[src/hw/rtl/bgc_pkg.sv]
`timescale 1ns / 1ps
`default_nettype none
// ---------------------------------------------------------------------------
// bgc_pkg
// Shared types, event codes and constants of the button gesture classifier.
// ---------------------------------------------------------------------------
package bgc_pkg;

	localparam int NUM_BTN       = 3;
	localparam int SELECT_IDX    = 2;
	localparam int TIME_BITS_DEF = 32;
	localparam int QUEUE_DEPTH   = 2;

	// Bit positions in the per-button fired flags
	localparam int FLG_SHORT  = 0;
	localparam int FLG_LONG   = 1;
	localparam int FLG_VLONG  = 2;
	localparam int FLG_REPEAT = 3;
	localparam int FLG_W      = 4;

	typedef enum logic [3:0] {
		EV_UP_SHORT   = 4'd0,
		EV_UP_LONG    = 4'd1,
		EV_UP_HELD    = 4'd2,
		EV_DOWN_SHORT = 4'd3,
		EV_DOWN_LONG  = 4'd4,
		EV_DOWN_HELD  = 4'd5,
		EV_SEL_SHORT  = 4'd6,
		EV_SEL_LONG   = 4'd7,
		EV_SEL_VLONG  = 4'd8
	} ev_code_t;

	localparam ev_code_t CODE_SHORT [NUM_BTN] = '{EV_UP_SHORT, EV_DOWN_SHORT, EV_SEL_SHORT};
	localparam ev_code_t CODE_LONG  [NUM_BTN] = '{EV_UP_LONG, EV_DOWN_LONG, EV_SEL_LONG};
	// Select never repeats; its entry is never emitted
	localparam ev_code_t CODE_HELD  [NUM_BTN] = '{EV_UP_HELD, EV_DOWN_HELD, EV_SEL_LONG};

	typedef enum logic [2:0] {
		REG_ACTIVE_LOW      = 3'd0,
		REG_DEBOUNCE        = 3'd1,
		REG_LONG            = 3'd2,
		REG_VERY_LONG       = 3'd3,
		REG_REPEAT_DELAY    = 3'd4,
		REG_REPEAT_INTERVAL = 3'd5
	} reg_idx_t;

	localparam logic        RST_ACTIVE_LOW      = 1'b1;
	localparam logic [15:0] RST_DEBOUNCE        = 16'd50;
	localparam logic [15:0] RST_LONG            = 16'd1000;
	localparam logic [15:0] RST_VERY_LONG       = 16'd3000;
	localparam logic [15:0] RST_REPEAT_DELAY    = 16'd1500;
	localparam logic [15:0] RST_REPEAT_INTERVAL = 16'd150;

	typedef struct packed {
		logic        active_low;
		logic [15:0] debounce_ms;
		logic [15:0] long_ms;
		logic [15:0] very_long_ms;
		logic [15:0] repeat_delay_ms;
		logic [15:0] repeat_interval_ms;
	} cfg_t;

	// Events caused by one poll: one slot per button, in output order
	typedef struct packed {
		logic [NUM_BTN-1:0]           mask;
		ev_code_t [NUM_BTN-1:0]       code;
	} poll_rec_t;

endpackage
`default_nettype wire

[src/hw/rtl/bgc_front.sv]
`timescale 1ns / 1ps
`default_nettype none
// ---------------------------------------------------------------------------
// bgc_front
// Debounces the three buttons, tracks presses, classifies gestures; one poll
// per cycle unless the queue is full, a poll's events pushed as one record.
// ---------------------------------------------------------------------------
module bgc_front
	import bgc_pkg::*;
#(
	parameter int TIME_BITS = TIME_BITS_DEF
) (
	input  wire logic               clk,
	input  wire logic               arst_n,
	input  wire cfg_t               cfg,
	input  wire logic               in_valid,
	output logic                    in_stall,
	input  wire logic [31:0]        now_ms,
	input  wire logic [NUM_BTN-1:0] lvl,
	input  wire logic               q_full,
	output logic                    push,
	output poll_rec_t               rec
);

	logic                 accept;
	logic [TIME_BITS-1:0] now_t;
	logic [NUM_BTN-1:0]   fire;

	assign in_stall = q_full;
	assign accept   = in_valid & ~q_full;
	assign now_t    = now_ms[TIME_BITS-1:0];
	assign rec.mask = fire;
	assign push     = accept & (|fire);

	for (genvar b = 0; b < NUM_BTN; b++) begin : g_btn
		logic                 last_raw_q;
		logic [TIME_BITS-1:0] db_start_q;
		logic                 stable_q;
		logic [TIME_BITS-1:0] press_start_q;
		logic [TIME_BITS-1:0] rep_time_q;
		logic [FLG_W-1:0]     flags_q;

		logic                 raw;
		logic [TIME_BITS-1:0] db_start_n;
		logic                 settled;
		logic                 new_press;
		logic [TIME_BITS-1:0] pstart_n;
		logic [TIME_BITS-1:0] held;
		logic [FLG_W-1:0]     f;
		logic [FLG_W-1:0]     flags_n;
		logic [TIME_BITS-1:0] rt;
		logic                 rep_on;
		logic                 ev;
		ev_code_t             code;

		// Classify this button for the current poll
		always_comb begin
			raw        = cfg.active_low ? ~lvl[b] : lvl[b];
			db_start_n = (raw != last_raw_q) ? now_t : db_start_q;
			settled    = (now_t - db_start_n) >= TIME_BITS'(cfg.debounce_ms);
			new_press  = raw & ~stable_q;
			pstart_n   = new_press ? now_t : press_start_q;
			held       = now_t - pstart_n;
			f          = new_press ? '0 : flags_q;
			rt         = new_press ? now_t : rep_time_q;
			flags_n    = f;
			rep_on     = 1'b0;
			ev         = 1'b0;
			code       = CODE_SHORT[b];
			if (raw) begin
				if (!f[FLG_VLONG] && held >= TIME_BITS'(cfg.very_long_ms)) begin
					flags_n[FLG_VLONG] = 1'b1;
					flags_n[FLG_LONG]  = 1'b1;
					flags_n[FLG_SHORT] = 1'b1;
					ev                 = (b == SELECT_IDX);
					code               = EV_SEL_VLONG;
				end else if (!f[FLG_LONG] && held >= TIME_BITS'(cfg.long_ms)) begin
					flags_n[FLG_LONG]  = 1'b1;
					flags_n[FLG_SHORT] = 1'b1;
					ev                 = 1'b1;
					code               = CODE_LONG[b];
				end else if (f[FLG_LONG] && b != SELECT_IDX) begin
					rep_on = f[FLG_REPEAT] | (held >= TIME_BITS'(cfg.repeat_delay_ms));
					// Repeat starts now: restart the interval from this poll
					if (!f[FLG_REPEAT] && rep_on) begin
						rt = now_t;
					end
					flags_n[FLG_REPEAT] = rep_on;
					if (rep_on && (now_t - rt) >= TIME_BITS'(cfg.repeat_interval_ms)) begin
						rt   = now_t;
						ev   = 1'b1;
						code = CODE_HELD[b];
					end
				end
			end else if (stable_q) begin
				// Release: short only if nothing fired and held below long
				if (!flags_q[FLG_SHORT] && held < TIME_BITS'(cfg.long_ms)) begin
					ev   = 1'b1;
					code = CODE_SHORT[b];
				end
			end
		end

		assign fire[b]     = ev & settled;
		assign rec.code[b] = code;

		// Commit state on an accepted poll; hold while bouncing
		always_ff @(posedge clk or negedge arst_n) begin
			if (!arst_n) begin
				last_raw_q    <= 1'b0;
				db_start_q    <= '0;
				stable_q      <= 1'b0;
				press_start_q <= '0;
				rep_time_q    <= '0;
				flags_q       <= '0;
			end else if (accept) begin
				last_raw_q <= raw;
				db_start_q <= db_start_n;
				if (settled) begin
					stable_q      <= raw;
					press_start_q <= pstart_n;
					rep_time_q    <= rt;
					flags_q       <= flags_n;
				end
			end
		end
	end

endmodule
`default_nettype wire

[src/hw/rtl/bgc_queue.sv]
`timescale 1ns / 1ps
`default_nettype none
// ---------------------------------------------------------------------------
// bgc_queue
// Short FIFO of per-poll event records between classifier and output.
// ---------------------------------------------------------------------------
module bgc_queue
	import bgc_pkg::*;
#(
	parameter int DEPTH = QUEUE_DEPTH
) (
	input  wire logic      clk,
	input  wire logic      arst_n,
	input  wire logic      push,
	input  wire poll_rec_t wr_rec,
	output logic           full,
	input  wire logic      pop,
	output logic           rd_valid,
	output poll_rec_t      rd_rec
);

	localparam int PTR_W = (DEPTH > 1) ? $clog2(DEPTH) : 1;
	localparam int CNT_W = $clog2(DEPTH + 1);

	poll_rec_t        mem_q [DEPTH];
	logic [PTR_W-1:0] wr_ptr_q;
	logic [PTR_W-1:0] rd_ptr_q;
	logic [CNT_W-1:0] count_q;
	logic             do_push;
	logic             do_pop;

	assign full     = (count_q == CNT_W'(DEPTH));
	assign rd_valid = (count_q != '0);
	assign rd_rec   = mem_q[rd_ptr_q];
	assign do_push  = push & ~full;
	assign do_pop   = pop & rd_valid;

	// Store the pushed record
	always_ff @(posedge clk) begin
		if (do_push) begin
			mem_q[wr_ptr_q] <= wr_rec;
		end
	end

	// Advance pointers and occupancy
	always_ff @(posedge clk or negedge arst_n) begin
		if (!arst_n) begin
			wr_ptr_q <= '0;
			rd_ptr_q <= '0;
			count_q  <= '0;
		end else begin
			if (do_push) begin
				wr_ptr_q <= (wr_ptr_q == PTR_W'(DEPTH - 1)) ? '0 : wr_ptr_q + 1'b1;
			end
			if (do_pop) begin
				rd_ptr_q <= (rd_ptr_q == PTR_W'(DEPTH - 1)) ? '0 : rd_ptr_q + 1'b1;
			end
			if (do_push && !do_pop) begin
				count_q <= count_q + 1'b1;
			end else if (do_pop && !do_push) begin
				count_q <= count_q - 1'b1;
			end
		end
	end

endmodule
`default_nettype wire

[src/hw/rtl/bgc_back.sv]
`timescale 1ns / 1ps
`default_nettype none
// ---------------------------------------------------------------------------
// bgc_back
// Serializes each poll record into event words, one per cycle unless the
// output stalls, in button order, marking the last word of the poll.
// ---------------------------------------------------------------------------
module bgc_back
	import bgc_pkg::*;
(
	input  wire logic      clk,
	input  wire logic      arst_n,
	input  wire logic      q_valid,
	input  wire poll_rec_t q_rec,
	output logic           pop,
	output logic           out_valid,
	input  wire logic      out_stall,
	output logic [3:0]     event_code,
	output logic           last_of_poll
);

	logic [NUM_BTN-1:0]     pend_mask_q;
	ev_code_t [NUM_BTN-1:0] pend_code_q;
	logic                   out_valid_q;
	ev_code_t               code_q;
	logic                   last_q;

	logic                   slot_free;
	logic [NUM_BTN-1:0]     cur_mask;
	ev_code_t [NUM_BTN-1:0] cur_code;
	logic [NUM_BTN-1:0]     pick;
	logic [NUM_BTN-1:0]     rest;
	ev_code_t               pick_code;
	logic                   emit;

	assign slot_free = ~out_valid_q | ~out_stall;

	// Pick the lowest pending button, from the held record or the queue head
	always_comb begin
		if (pend_mask_q != '0) begin
			cur_mask = pend_mask_q;
			cur_code = pend_code_q;
		end else begin
			cur_mask = q_valid ? q_rec.mask : '0;
			cur_code = q_rec.code;
		end
		pick      = cur_mask & (~cur_mask + 1'b1);
		rest      = cur_mask & ~pick;
		pick_code = cur_code[0];
		for (int i = 0; i < NUM_BTN; i++) begin
			if (pick[i]) begin
				pick_code = cur_code[i];
			end
		end
		emit = slot_free & (cur_mask != '0);
		pop  = emit & (pend_mask_q == '0);
	end

	// Track the remainder of the current poll
	always_ff @(posedge clk or negedge arst_n) begin
		if (!arst_n) begin
			pend_mask_q <= '0;
			out_valid_q <= 1'b0;
		end else begin
			if (emit) begin
				pend_mask_q <= rest;
			end
			if (slot_free) begin
				out_valid_q <= emit;
			end
		end
	end

	// Load the output word
	always_ff @(posedge clk) begin
		if (emit) begin
			pend_code_q <= cur_code;
			code_q      <= pick_code;
			last_q      <= (rest == '0);
		end
	end

	assign out_valid    = out_valid_q;
	assign event_code   = code_q;
	assign last_of_poll = last_q;

endmodule
`default_nettype wire

[src/hw/rtl/button_gesture_classifier_unit.sv]
`timescale 1ns / 1ps
`default_nettype none
// Each poll record is queued, then its words go to the output word register.
// Throughput: one poll per cycle into the classifier while the queue has room;
// the output sends one event word per cycle unless stalled, 1 to 3 per poll.
// A two-record queue between classifier and output absorbs bursts and stalls.
// Reset: button state, queue and output are cleared; registers take defaults.
// ---------------------------------------------------------------------------
// button_gesture_classifier_unit
// Debounced three-button gesture classifier with APB-style register port.
// ---------------------------------------------------------------------------
module button_gesture_classifier_unit
	import bgc_pkg::*;
#(
	parameter int TIME_BITS = TIME_BITS_DEF
) (
	input  wire logic        clk,
	input  wire logic        arst_n,
	input  wire logic        in_valid,
	output logic             in_stall,
	input  wire logic [31:0] now_ms,
	input  wire logic        up_level,
	input  wire logic        down_level,
	input  wire logic        select_level,
	output logic             out_valid,
	input  wire logic        out_stall,
	output logic [3:0]       event_code,
	output logic             last_of_poll,
	input  wire logic        psel,
	input  wire logic        penable,
	input  wire logic        pwrite,
	input  wire logic [4:0]  paddr,
	input  wire logic [31:0] pwdata,
	output logic [31:0]      prdata,
	output logic             pready
);

	cfg_t      cfg_q;
	reg_idx_t  widx;
	logic      wr_en;
	logic      push;
	logic      q_full;
	poll_rec_t push_rec;
	logic      pop;
	logic      q_valid;
	poll_rec_t q_rec;

	assign pready = 1'b1;
	assign widx   = reg_idx_t'(paddr[4:2]);
	assign wr_en  = psel & penable & pwrite;

	// Write configuration registers
	always_ff @(posedge clk or negedge arst_n) begin
		if (!arst_n) begin
			cfg_q.active_low         <= RST_ACTIVE_LOW;
			cfg_q.debounce_ms        <= RST_DEBOUNCE;
			cfg_q.long_ms            <= RST_LONG;
			cfg_q.very_long_ms       <= RST_VERY_LONG;
			cfg_q.repeat_delay_ms    <= RST_REPEAT_DELAY;
			cfg_q.repeat_interval_ms <= RST_REPEAT_INTERVAL;
		end else if (wr_en) begin
			case (widx)
				REG_ACTIVE_LOW:      cfg_q.active_low         <= pwdata[0];
				REG_DEBOUNCE:        cfg_q.debounce_ms        <= pwdata[15:0];
				REG_LONG:            cfg_q.long_ms            <= pwdata[15:0];
				REG_VERY_LONG:       cfg_q.very_long_ms       <= pwdata[15:0];
				REG_REPEAT_DELAY:    cfg_q.repeat_delay_ms    <= pwdata[15:0];
				REG_REPEAT_INTERVAL: cfg_q.repeat_interval_ms <= pwdata[15:0];
				default: begin
				end
			endcase
		end
	end

	// Read back configuration registers
	always_comb begin
		case (widx)
			REG_ACTIVE_LOW:      prdata = {31'd0, cfg_q.active_low};
			REG_DEBOUNCE:        prdata = {16'd0, cfg_q.debounce_ms};
			REG_LONG:            prdata = {16'd0, cfg_q.long_ms};
			REG_VERY_LONG:       prdata = {16'd0, cfg_q.very_long_ms};
			REG_REPEAT_DELAY:    prdata = {16'd0, cfg_q.repeat_delay_ms};
			REG_REPEAT_INTERVAL: prdata = {16'd0, cfg_q.repeat_interval_ms};
			default:             prdata = '0;
		endcase
	end

	bgc_front #(
		.TIME_BITS(TIME_BITS)
	) u_front (
		.clk      (clk),
		.arst_n   (arst_n),
		.cfg      (cfg_q),
		.in_valid (in_valid),
		.in_stall (in_stall),
		.now_ms   (now_ms),
		.lvl      ({select_level, down_level, up_level}),
		.q_full   (q_full),
		.push     (push),
		.rec      (push_rec)
	);

	bgc_queue #(
		.DEPTH(QUEUE_DEPTH)
	) u_queue (
		.clk      (clk),
		.arst_n   (arst_n),
		.push     (push),
		.wr_rec   (push_rec),
		.full     (q_full),
		.pop      (pop),
		.rd_valid (q_valid),
		.rd_rec   (q_rec)
	);

	bgc_back u_back (
		.clk          (clk),
		.arst_n       (arst_n),
		.q_valid      (q_valid),
		.q_rec        (q_rec),
		.pop          (pop),
		.out_valid    (out_valid),
		.out_stall    (out_stall),
		.event_code   (event_code),
		.last_of_poll (last_of_poll)
	);

endmodule
`default_nettype wire

[config.mk]
export PLATFORM = sky130hd
export DESIGN_NAME = button_gesture_classifier_unit
export DESIGN_NICKNAME = d
export VERILOG_FILES = /design/src/hw/rtl/bgc_pkg.sv /design/src/hw/rtl/bgc_front.sv /design/src/hw/rtl/bgc_queue.sv /design/src/hw/rtl/bgc_back.sv /design/src/hw/rtl/button_gesture_classifier_unit.sv
export SDC_FILE = /design/constraint.sdc
export NUM_CORES = 2
export LEC_CHECK = 0
export BUFFER_PORTS_ARGS = -buffer_cell sky130_fd_sc_hd__buf_4
export CAP_MARGIN = 20
export CELL_PAD_IN_SITES_DETAIL_PLACEMENT = 2
export CELL_PAD_IN_SITES_GLOBAL_PLACEMENT = 2
export CORE_MARGIN = 5
export CORE_UTILIZATION = 40
export DETAILED_ROUTE_END_ITERATION = 8
export PLACE_DENSITY = 0.9
export SYNTH_ARGS = -nofsm -noshare
export SYNTH_HDL_FRONTEND = slang
export SYNTH_SLANG_ARGS = --single-unit
[constraint.sdc]
create_clock -name clk -period 38.7 [get_ports clk]
set_input_delay 3.87 -clock clk [delete_from_list [all_inputs] [get_ports clk]]
set_output_delay 3.87 -clock clk [all_outputs]
set_load 0.005 [all_outputs]
# ---- After elaboration in Yosys (flattened, before gate mapping)
# Memory sizes are Yosys's and may differ from the RTL's.
# Index checks and enable logic that the tools add are counted.
dict set report op_classes {
  reduce_logical 45
  n_eq_ne 9
  n_div 0
  mux 96
  bitwise 30
  shifts 0
  n_lt_le_gt_ge 16
  n_addsub 13
  mul 0
}
# operator count
set ops {}
lappend ops {{$mux W32} 28}
lappend ops {{$ge A32 B16 Y1} 13}
lappend ops {{$sub A32 B32 Y32} 8}
lappend ops {{$lt A32 B16 Y1} 3}
lappend ops {{$pmux W16 S6} 1}
lappend ops {{$mux W4} 16}
lappend ops {{$mux W1} 36}
lappend ops {{$mux W2} 9}
lappend ops {{$reduce_and A2 Y1} 9}
lappend ops {{$logic_and A1 B1 Y1} 15}
lappend ops {{$mux W3} 5}
lappend ops {{$and A1 B1 Y1} 14}
lappend ops {{$logic_not A1 Y1} 13}
lappend ops {{$mux W12} 1}
lappend ops {{$logic_not A3 Y1} 3}
lappend ops {{$not A1 Y1} 9}
lappend ops {{$and A3 B3 Y3} 2}
lappend ops {{$eq A3 B2 Y1 const B} 2}
lappend ops {{$eq A3 B3 Y1 const B} 2}
lappend ops {{$not A3 Y3} 2}
lappend ops {{$reduce_bool A3 Y1} 2}
lappend ops {{$reduce_bool A2 Y1} 2}
lappend ops {{$add A3 B1 Y3 const B} 1}
lappend ops {{$eq A3 B1 Y1 const B} 1}
lappend ops {{7 further kinds} 12}
dict set report totals {
  wordCells 243
  input_bits 79
  latchBits 0
  memories 1
  register_bits 379
  ram_bits 30
  romBits 0
  out_inout_bits 40
}
# name depth width rd rd_clocked_by_memory_dff wr line
set memory_table {}
lappend memory_table {u_queue.mem_q 2 15 1 0 1 bgc_queue.sv:25} ;# poll_rec_t mem_q [DEPTH];

# ---- Depth between registers and ports, before layout
dict set report logic_depth {
  word_depth 29
  ltp_mapped 59
  depth_no_buf 53
}

# ---- By module
# Synthesis repeated with hierarchy kept, for this count alone.
dict set report unflattened {
  cells_unflattened 4494
  hier_area_um2 39031.2
}
# mod seq_area_each_um2 area_per_inst_um2 cells_each n_inst
set by_module_without_submodules {}
lappend by_module_without_submodules {bgc_front 6831.6 32682.6 4063 1}
lappend by_module_without_submodules {button_gesture_classifier_unit 2062.0 3897.5 274 1}
lappend by_module_without_submodules {bgc_queue 1001.0 1335.0 66 1}
lappend by_module_without_submodules {bgc_back 585.6 1116.1 91 1}

# ---- Worst setup path after synthesis
# Ideal clock, no wire load.
dict set report synth_path {
  path_kind {input -> register}
  from {input port down_level}
  to {register u_front.g_btn[1].rep_time_q[23]}
  t_required_ps 38575
  path_slack_ps 23088
  setup_time_ps 125
  cell_stages 49
  path_buffers 6
  arrival_ps 15487
  path_cell_list {xor2_4 nand2_4 clkbuf_1 buf_1 o21ai_0 ha_1 fa_1 nor2b_1 o21bai_1 a31oi_1 a21oi_1 o21ai_0 a31oi_1 xnor2_1 ha_1 a21oi_1 o211ai_1 o211a_1 [13 not listed] nand3b_1 a31oi_1 xnor2_1 ha_1 o21ai_0 o21ai_0 or4b_2 or4b_2 or4b_2 a211o_1 a31oi_1 nand3_1 nor4_1 nand4_1 o21ai_0 a21o_1 buf_2 mux2_2}
}
dict set report synth_via {
  elab_chain_len 21
  word_cells_on_any_way 35
  cone_classes {add/sub (3); order compare (5); eq/ne (1); mux (15); bitwise (3); reduce/logical (8)}
}
# element line
set synth_rtl {}
lappend synth_rtl {{start: declaration} button_gesture_classifier_unit.sv:23} ;# input wire logic down_level,
lappend synth_rtl {{$not A1 Y1} bgc_front.sv:58} ;# raw = cfg.active_low ? ~lvl[b] : lvl[b];
lappend synth_rtl {{$mux W1 *} bgc_front.sv:58}
lappend synth_rtl {{$and A1 B1 Y1 *} bgc_front.sv:61} ;# new_press = raw & ~stable_q;
lappend synth_rtl {{$mux W32 *} bgc_front.sv:62} ;# pstart_n = new_press ? now_t : press_start_q;
lappend synth_rtl {{via u_front.g_btn[1].pstart_n[0]} bgc_front.sv:47} ;# logic [TIME_BITS-1:0] pstart_n;
lappend synth_rtl {{$sub A32 B32 Y32 *} bgc_front.sv:63} ;# held = now_t - pstart_n;
lappend synth_rtl {{$ge A32 B16 Y1} bgc_front.sv:83} ;# rep_on = f[FLG_REPEAT] | (held >= TIME_BITS'(cfg.repeat_delay_ms));
lappend synth_rtl {{$or A1 B1 Y1} bgc_front.sv:83}
lappend synth_rtl {{[6 not listed]} n/a}
lappend synth_rtl {{$sub A32 B32 Y32} bgc_front.sv:89} ;# if (rep_on && (now_t - rt) >= TIME_BITS'(cfg.repeat_interval_ms)) begin
lappend synth_rtl {{$ge A32 B16 Y1} bgc_front.sv:89}
lappend synth_rtl {{$logic_and A1 B1 Y1} bgc_front.sv:89}
lappend synth_rtl {{$mux W32} bgc_front.sv:89}
lappend synth_rtl {{$mux W32} bgc_front.sv:82} ;# end else if (f[FLG_LONG] && b != SELECT_IDX) begin
lappend synth_rtl {{$mux W32} bgc_front.sv:77} ;# end else if (!f[FLG_LONG] && held >= TIME_BITS'(cfg.long_ms)) begin
lappend synth_rtl {{$mux W32 *} bgc_front.sv:71} ;# if (!f[FLG_VLONG] && held >= TIME_BITS'(cfg.very_long_ms)) begin
lappend synth_rtl {{$mux W32 *} bgc_front.sv:70} ;# if (raw) begin
lappend synth_rtl {{end signal: assignment} bgc_front.sv:122} ;# rep_time_q <= rt;
lappend synth_rtl {{end: declaration} bgc_front.sv:40} ;# logic [TIME_BITS-1:0] rep_time_q;
# The timed path passes the listed nets; every way through them passes the cells marked *. The select of a mux whose other input is x is not followed.
# A chain may end at the register's enable or synchronous reset.

# ---- Worst setup path after layout
dict set report layout_path {
  from {input port down_level}
  to {register u_front.g_btn[1].rep_time_q[14]}
}
# Same word-level chain as after synthesis.

==> run_results.csv <==
group,metric,value,unit
finish,fillers,10296,
clock_tree,clk_path_buf_depth,3,
worst_setup_path,timing.rr.end,"u_front.g_btn[1].rep_time_q[14]",
die,rows,113,
drt,ant_nets,0,
drt,drt_wl_total,201000,um
die,boundaryPins,119,
die,die_w,320,um
timing,worst_pin_slew,1.21,ns
clock_tree,post_cts_resized,0,
finish,layout-drive-gt1-share,9.92,%
clock_tree,h-tree-depth,2,
yosys,synth_cells,4526,
worst_setup_path,startpoint,"down_level",
worst_setup_path,setup.worst_path.end_class,"flip-flop",
pwr,p_switching,2.30,mW
timing,post-route-period-util,49.0,%
drt,first_iter_violations,3887,
timing,final.setup.worst_slack,19.72,ns
timing,finalHoldViolCount,0,
drt,routed_via_density,6.99,
finish,finalNonFillerCells,5813,
clock_tree,cts_buffers,53,
global_routing,grt_pass1_wl,295000,um
pwr,ir_worst_vdd,0.0523,mV
yosys,yosys_register_bits,403,
place,dpl_cell_area,40100,sq um
pwr,sw_frac_of_total,54.0,%
clock_tree,clk_latency,0.68,ns
global_routing,gr-total-overflow,0,
die,coreArea,95200,sq um
clock_tree,clock-sinks,403,
die,die_area,102000,sq um
finish,final_nets,5037,
pwr,pwr-share-seq,18.2,%
timing,slew_headroom,18.9,%
clock_tree,cts_root_buf,"clkbuf_16",
worst_setup_path,cp-start-kind,"primary input",
worst_setup_path,cp_max_fo,45,
outcome,status,"complete, no violations",
drt,drcViolationCount,0,
worst_setup_path,cp.arrival,19.53,ns
drt,wire_per_inst,34.6,um
pwr,p_per_area,102,nW/um^2
worst_setup_path,cpMostUsedCell,"o21ai_0",
place,dpl_worst_slack,20.00,ns
global_routing,grt_max_degree,105,
global_routing,antenna_found_initial,6,
clock_tree,cts_hold_buf,0,
pwr,p_leak,19.1,nW
global_routing,grt_pass1_vias,45570,
timing,max_freq,0.0527,GHz
timing,fin_tns_setup,0,ns
finish,layout_common_cells,"nand2_1 (465), o21ai_0 (464), ha_1 (453)",
job,cap_viol_max_count,0,
place,io_buffer_count,83,
global_routing,global_route.usage.total,37.1,%
yosys,synth-seq-area-share,26.9,%
yosys,synth_edf_count,42,
worst_setup_path,cp.required,39.25,ns
worst_setup_path,worstReg2RegStart,"cfg_q[80]",
timing,maxSlewViolCount,0,
worst_setup_path,ff2ff_path_depth,51,
worst_setup_path,critPathMaxStageDelay,0.68,ns
place,gp_congestion,0.934,
pwr,combPwrFrac,69.4,%
die,initial_core_util,40.4,%
die,die_h,320,um
pwr,p_clk_share,12.4,%
finish,final_common_cell,"nand2_1",
yosys,async_reset_ff_share,89.6,%
timing,finClkSkew,0.0421,ns
place,placedCellCount,5706,
worst_setup_path,crit_slowest_cell,"a31oi_1",
finish,postLayoutCellArea,41900,sq um
clock_tree,clk_pin_slew,0.06,ns
clock_tree,cts_tree,"done",
timing,holdWs,0.478,ns
drt,drt-pass1-iter-count,5,
timing,rsz0062_at_grt,"false",
yosys,yosys_warnings,0,
clock_tree,post_cts_buffers,0,
yosys,syn_area_per_cell,8.48,sq um
timing,finalCriticalPeriod,18.98,ns
timing,setup-violations-final,0,
drt,routed-via-count,40661,
yosys,synth_area,38400,sq um
yosys,synth_top_flop_cell,"dfrtp_1",
worst_setup_path,reg2reg_slack,22.38,ns
pwr,p_int,1.96,mW
finish,syn_to_final_growth,9.04,%
hold_path,hp-class,"flip-flop to flip-flop",
place,place_hpwl,128000,um
yosys,synth_cell_types,107,
worst_setup_path,critPathCapture,"u_front.g_btn[1].rep_time_q[14]",
worst_setup_path,critPathKind,"primary input to flip-flop",
==> power groups by stage <==
| stage | registers (mW) | logic (mW) | clock network (mW) |
|---|---|---|---|
| final | 0.774 | 2.96 | 0.527 |
| after global routing | 0.779 | 3.10 | 0.540 |
| after CTS | 0.762 | 2.84 | 0.521 |
| after detailed placement | 0.750 | 2.62 | 0 |
| after global placement | 0.719 | 2.37 | 0 |
| after floorplan | 0.692 | 1.82 | 0 |
==> metal layers <==
layer,vias to the layer above,part of all wire (%),track usage (%)
met1,20516,36,40.1
met4,0,9.7,29.5
met5,-,0,0
met3,1153,8.6,9.55
met2,2482,46,61.7
li1,16510,-,-
==> state kept, by name, indices dropped and copies added (netlist names) <==
name / count
cfg_q: 81
u_back.pend_code_q: 11
u_front.g_btn.db_start_q: 96
u_queue.rd_ptr_q: 1
u_back.event_code: 4
u_front.g_btn.press_start_q: 96
u_back.pend_mask_q: 2
u_back.last_of_poll: 1
u_queue.mem_q: 26
u_back.out_valid: 1
u_front.g_btn.stable_q: 3
u_front.g_btn.flags_q: 11
u_front.g_btn.last_raw_q: 3
u_queue.wr_ptr_q: 1
u_front.g_btn.rep_time_q: 64
u_queue.count_q: 2
==> metrics by stage <==
stage | util [%] | power, mW
2_1_floorplan | - | 2.52
3_3_place_gp | 42.1 | 3.09
3_5_place_dp | 42.1 | 3.37
4_1_cts | 43.9 | 4.13
5_1_grt | 44.0 | 4.42
6_report | 44.0 | 4.26
==> cell usage after synthesis (all sizes together), types with 51 or more instances <==
library cell,instances,area [sq um]
buf,57,347
ha,453,5670
a21oi,329,1650
mux2,126,1420
nand2b,64,400
mux2i,249,2490
xnor2,104,926
nand2,469,1770
a31oi,51,319
nand4,55,344
clkbuf,175,657
nor2b,65,407
nand3,61,305
a21o,173,1300
o21a,51,383
dfrtp,333,8330
inv,195,732
nor2,261,982
o21ai,467,2340
xor2,60,563
nor3,72,365
==> worst max-delay path, delay by kind of cell <==
family | cells | cell delay, ns
muxes | 2 | 0.74
xor gates and xnor gates | 3 | 1.06
AOI/OAI and AO/OA | 22 | 5.30
adders and majority gates | 5 | 1.76
and+or+nand+nor | 17 | 5.62
buffers and inverters | 3 | 1.06
==> worst min-delay path by stage <==
stage / start / depth (start not counted) / endpoint
3_3_place_gp: u_front.g_btn[0].db_start_q[0] / 2 / u_front.g_btn[0].db_start_q[0]
2_1_floorplan: u_front.g_btn[0].db_start_q[0] / 2 / u_front.g_btn[0].db_start_q[0]
3_5_place_dp: u_front.g_btn[0].db_start_q[19] / 2 / u_front.g_btn[0].db_start_q[19]
6_report: u_front.g_btn[0].db_start_q[19] / 2 / u_front.g_btn[0].db_start_q[19]
5_1_grt: u_front.g_btn[0].rep_time_q[20] / 1 / u_front.g_btn[0].rep_time_q[20]
4_1_cts: u_front.g_btn[0].db_start_q[19] / 2 / u_front.g_btn[0].db_start_q[19]
==> cells by family (layout without fill, tap and decap cells) <==
logic type               after synthesis  count (layout)  share of synthesized area [%]
multiplexers                         376             376                           10.2
AO/OA/AOI/OAI                       1419            1419                           23.2
adder cells (fa/ha/maj)              468             468                           15.3
AND/OR/NAND/NOR                     1266            1266                           15.9
XOR/XNOR                             164             164                           3.88
other                                  2              27                         0.0196
buffers and inverters                428             425                           4.53
flip-flops                           403             403                           26.9
==> cell type report <==
cell class                 count  area, sq um  area share (%)
clock inverter                19          175           0.418
tap                         1265         1580            3.78
antenna                       10         25.0          0.0598
multi-input combinational   3710        26400            63.2
timing repair buffer         135         1030            2.47
inverter                     196          736            1.76
clock buffer                  75         1540            3.68
sequential                   403        10300            24.7
No activity file was read; power rests on OpenSTA's default activity.
